==> config.mk <==
export PLATFORM = sky130hd
export DESIGN_NAME = ats_queue
export DESIGN_NICKNAME = d
export VERILOG_FILES = /design/src/ats_pkg.sv /design/src/ats_queue.sv
export SDC_FILE = /design/constraint.sdc
export NUM_CORES = 2
export LEC_CHECK = 0
export BUFFER_PORTS_ARGS = -buffer_cell sky130_fd_sc_hd__buf_4
export CORE_MARGIN = 2
export CORE_UTILIZATION = 35
export DETAILED_ROUTE_END_ITERATION = 8
export HOLD_SLACK_MARGIN = 0.08
export PLACE_DENSITY = 0.57
export SLEW_MARGIN = 20
export SYNTH_ARGS = -nofsm -noshare
export SYNTH_HDL_FRONTEND = slang
export SYNTH_SLANG_ARGS = --single-unit
==> constraint.sdc <==
create_clock -name clk -period 40.5 [get_ports clk]
set_clock_uncertainty 0.1 [all_clocks]
set_input_delay 10.125 -clock clk [delete_from_list [all_inputs] [get_ports clk]]
set_output_delay 10.125 -clock clk [all_outputs]
set_load 0.02 [all_outputs]
==> src/ats_pkg.sv <==
// ----------------------------------------------------------------------------
// ats_pkg
// Shared widths, types and saturation helpers for the advection stencil.
// ----------------------------------------------------------------------------
package ats_pkg;

	localparam int VALUE_WIDTH   = 32;
	localparam int FRACTION_BITS = 16;
	localparam int SPACING_WIDTH = VALUE_WIDTH - 1;
	localparam int PROD_WIDTH    = 2 * VALUE_WIDTH;
	localparam int WIDE_WIDTH    = PROD_WIDTH + 2;
	localparam int QUEUE_DEPTH   = 16;
	localparam int QUEUE_AW      = $clog2(QUEUE_DEPTH);
	localparam int FRONT_STAGES  = 7;
	localparam int CFG_IDX_WIDTH = 1;

	typedef logic signed [VALUE_WIDTH-1:0] val_t;
	typedef logic signed [PROD_WIDTH-1:0]  prod_t;
	typedef logic signed [WIDE_WIDTH-1:0]  wide_t;
	typedef logic [VALUE_WIDTH-1:0]        den_t;
	typedef logic [SPACING_WIDTH-1:0]      spacing_t;
	typedef logic [QUEUE_AW:0]             qcount_t;

	typedef enum logic [CFG_IDX_WIDTH-1:0] {
		CFG_INFLOW_SCALE  = 1'b0,
		CFG_INFLOW_OFFSET = 1'b1
	} cfg_reg_t;

	// one cell as it travels through the front stages
	typedef struct packed {
		val_t     center;
		val_t     west;
		val_t     east;
		val_t     south;
		val_t     north;
		logic [3:0] nbr_valid;
		logic     center_valid;
		val_t     speed_x;
		val_t     speed_y;
		spacing_t spacing_x;
		spacing_t spacing_y;
		val_t     tend;
		val_t     inflow;
		val_t     lo_x;
		val_t     lo_y;
		val_t     hi_x;
		val_t     hi_y;
		val_t     diff_x;
		val_t     diff_y;
	} ats_cell_t;

	// queue entry handed from front to back
	typedef struct packed {
		prod_t prod_x;
		prod_t prod_y;
		den_t  den_x;
		den_t  den_y;
		val_t  tend;
		logic  center_valid;
	} ats_entry_t;

	function automatic wide_t wext(input val_t v);
		return wide_t'(v);
	endfunction

	// clamp to the signed value range
	function automatic val_t sat_wide(input wide_t v);
		wide_t hi_v;
		wide_t lo_v;
		hi_v = {{(WIDE_WIDTH-VALUE_WIDTH+1){1'b0}}, {(VALUE_WIDTH-1){1'b1}}};
		lo_v = ~hi_v;
		if (v > hi_v) return hi_v[VALUE_WIDTH-1:0];
		if (v < lo_v) return lo_v[VALUE_WIDTH-1:0];
		return v[VALUE_WIDTH-1:0];
	endfunction

	// twice the spacing, a zero spacing counting as one LSB
	function automatic den_t make_den(input spacing_t s);
		if (s == '0) return den_t'(2);
		return {s, 1'b0};
	endfunction

endpackage

==> src/ats_queue.sv <==
// ----------------------------------------------------------------------------
// ats_queue
// Short FIFO between front and back so that each side stalls on its own.
// ----------------------------------------------------------------------------
module ats_queue import ats_pkg::*; (
	input  logic       clk,
	input  logic       arst_n,
	input  logic       push,
	input  ats_entry_t push_entry,
	input  logic       pop,
	output logic       not_empty,
	output ats_entry_t head,
	output qcount_t    count
);

	ats_entry_t             mem_q [QUEUE_DEPTH];
	logic [QUEUE_AW-1:0]    wr_ptr_q, rd_ptr_q;
	qcount_t                count_q;
	logic                   do_pop;

	assign do_pop    = pop && (count_q != '0);
	assign not_empty = count_q != '0;
	assign head      = mem_q[rd_ptr_q];
	assign count     = count_q;

	// advance pointers and fill level
	always_ff @(posedge clk or negedge arst_n) begin
		if (!arst_n) begin
			wr_ptr_q <= '0;
			rd_ptr_q <= '0;
			count_q  <= '0;
		end else begin
			if (push) wr_ptr_q <= wr_ptr_q + 1'b1;
			if (do_pop) rd_ptr_q <= rd_ptr_q + 1'b1;
			count_q <= count_q + qcount_t'(push) - qcount_t'(do_pop);
		end
	end

	// store beat
	always_ff @(posedge clk) begin
		if (push) mem_q[wr_ptr_q] <= push_entry;
	end

	a_no_overflow: assert property (@(posedge clk) disable iff (!arst_n)
		push |-> (count_q != qcount_t'(QUEUE_DEPTH) || do_pop))
		else $error("queue pushed while full");

	a_count_bound: assert property (@(posedge clk) disable iff (!arst_n)
		count_q <= qcount_t'(QUEUE_DEPTH))
		else $error("queue level beyond depth");

	a_count_step: assert property (@(posedge clk) disable iff (!arst_n)
		(push && !do_pop) |=> count_q == $past(count_q) + 1'b1)
		else $error("queue level did not rise on push");

endmodule

==> impl_metrics.yaml <==
placement:
  dp_cells: 11300
  routabilityCongestion: 0.722
  io_buffers: 459
  dp_hpwl_um: 178000
finish:
  final_cell_count_no_fill: 12000
  n_fill_cell: 33600
  final_nets: 6738
  final_cell_mix: "3600 x edfxtp_1, 742 x mux4_2, 586 x buf_4"
  drive_gt1_frac: 0.303
  area_growth_pct: 16.3
  final_common_cell: "edfxtp_1"
  utilization: 0.409
clocking:
  ctsHoldBuffers: 0
  numCtsBuffers: 381
  cts_max_level: 5
  post_cts.repair.setup_buffers: 0
  cts.sinks: 3613
  cts_root_buf: "clkbuf_16"
  cts_buffer_depth: 4
  clkLatencyLatePin_ps: 920
  clk_pin_slew_worst_paths_ps: 60
  cts_tree: "yes"
  cts.repair.resized: 0
timing:
  min_period_ps: 17510
  rsz0062_at_grt: "false"
  relSlewSlack: 0.198
  worstMarginPinSlew_ps: 1200
  finalMaxSlewViolations: 0
  fin_crit_sh: 0.432
  tns_ps: 0
  hold_viol: 0
  whs_ps: 474
  setup_viol: 0
  max_freq_mhz: 57.1
logic_synthesis:
  yosysUniqueCellTypes: 34
  ys.flop_type: "edfxtp_1"
  ys_seq_elements: 3613
  synth_area_sq_um: 136000
  synth_compound_area_frac: 0.0341
  syn_nets: 6079
  synth_fa_ha_area_frac: 0.00116
  synth_xor_area_frac: 0.000644
  synth_mux_area_frac: 0.148
  ys_seq_area_frac: 0.797
  synthSimpleGateAreaFrac: 0.00608
  synth_edf_count: 3600
  synth.avg_cell_area_sq_um: 23.3
  synth_top_family_by_area: "multiplexers"
  synthCells: 5838
  async_reset_ff_frac: 0.00360
  ys_warn_count: 0
setup_path:
  cp.arrival_ps: 7290
  crit_required_ps: 30280
  path_max_fanout: 132
  crit_path_cell_trace: "buf_4 > buf_12 > buf_4 > buf_4 > buf_4 > mux4_2 > a22o_1 > a21o_1 > buf_4"
  slowest_delay_ps: 900
  crit_top_cell: "buf_4"
  critPathBufInv: 6
  critPathLaunchType: "flop"
  end_kind: "primary output"
  crit_type: "reg -> out"
  cpMaxStageDelayCell: "buf_4"
  path_delay_family: "buffers and inverters"
routing:
  drt_wl_total_um: 356000
  routedWlPerCell_um: 29.7
  via_count: 64300
  final_antenna_net_count: 0
  drc: 0
  first_iter_violations: 5824
  vias_per_cell: 5.37
  drtPass1Iterations: 8
global_routing:
  grt_first_pass_wirelength_um: 501000
  grt_antenna_before_repair: 68
  grt_max_degree: 141
  first_global_vias: 67000
  track_usage: 0.177
  gr-total-overflow: 0
die:
  core-area_sq_um: 386000
  die_height_um: 627
  die_w_um: 627
  rows: 228
  die-area_sq_um: 394000
  io_pins: 460
  start_util: 0.352
pwr:
  p_leak_nw: 50.4
  p_per_area_nw_per_um2: 74.4
  totalPowerFinal_mw: 11.8
  vdd_drop_max_mv: 0.0560
min_path:
  hold_path_class: "reg -> reg"
run:
  maxCapViolations: 0
status:
  status: "complete, no violations"
-- layout make-up --
type,instances,area [sq um],area share
Antenna cell,12,30.0,0.000190
Clock buffer,458,9850,0.0623
Clock inverter,232,2500,0.0158
Inverter,8,30.0,0.000190
Multi-Input combinational cell,1887,26000,0.164
Sequential cell,3613,108000,0.686
Tap cell,5175,6470,0.0410
Timing Repair Buffer,606,4790,0.0303
-- stage by stage --
stage          area [sq um]  setup WS [ps]
2_1_floorplan        136000          13640
3_3_place_gp         146000          23460
3_5_place_dp         146000          23420
4_1_cts              158000          22420
5_1_grt              158000          22460
6_report             158000          22990
-- worst paths after layout --
check	start	depth (start not counted)	endpoint	slack, ps
max reg2reg	wr_ptr_q[0]	8	mem_q[10][99]	35200
min in group asynchronous	arst_n	1	count[4]	8950
max	rd_ptr_q[0]	9	head[14]	22990
min	wr_ptr_q[0]	1	wr_ptr_q[0]	470
min reg2reg	wr_ptr_q[0]	1	wr_ptr_q[0]	470
max in group asynchronous	arst_n	1	rd_ptr_q[0]	31130
-- synth_stat cells (4+ instances only) --
cell type / number / area, sq um
buf_6: 37 / 417
mux2i_1: 158 / 1580
mux2_2: 159 / 1790
xor2_1: 4 / 35.0
buf_4: 31 / 233
o22ai_1: 79 / 494
nand2b_1: 6 / 37.5
nor2_1: 18 / 67.6
buf_2: 87 / 435
xnor2_1: 6 / 52.6
ha_1: 11 / 138
nand2_1: 157 / 589
edfxtp_1: 3600 / 108000
a22oi_1: 292 / 2190
inv_1: 8 / 30.0
nor2b_1: 13 / 81.3
dfrtp_1: 13 / 325
a21o_1: 72 / 541
a221oi_1: 79 / 692
a22o_1: 71 / 622
clkbuf_1: 154 / 578
a221o_1: 8 / 80.1
buf_1: 20 / 75.1
mux4_2: 742 / 16700
-- power breakdown --
part	internal, mW	switching (mW)
clock network	1.97	1.47
logic	1.47	2.26
registers	4.50	0.0955
-- layer usage --
layer  GRT usage  up-vias  wire length [um]
met4      0.0498       44              9610
met1       0.226    35200            142000
met2       0.308     2050            182000
met5           0        -               282
li1            -    26400                 -
met3      0.0317      600             21300
-- state kept, by name, summed over array words and instances, names as in the netlist --
register	count
wr_ptr_q	4
mem_q	3600
rd_ptr_q	4
count	5
-- cell families (layout without fill, tap and decap cells) --
group           after synthesis  count (layout)
mux                        1059            1059
simple gates                202             202
flops                      3613            3613
buf+inv                     338            1304
compound gates              604             604
other cells                   0              12
xor+xnor                     10              10
fa+ha+maj                    12              12
-- worst reg2reg max path, stage by stage (launching register included) --
cell     delay, ps
dfrtp_1        440
inv_1          110
ha_1           140
nand2_1        200
nor2_4         690
buf_4          690
buf_4          720
buf_4          830
buf_4          970
(Power assumes the default switching activity.)
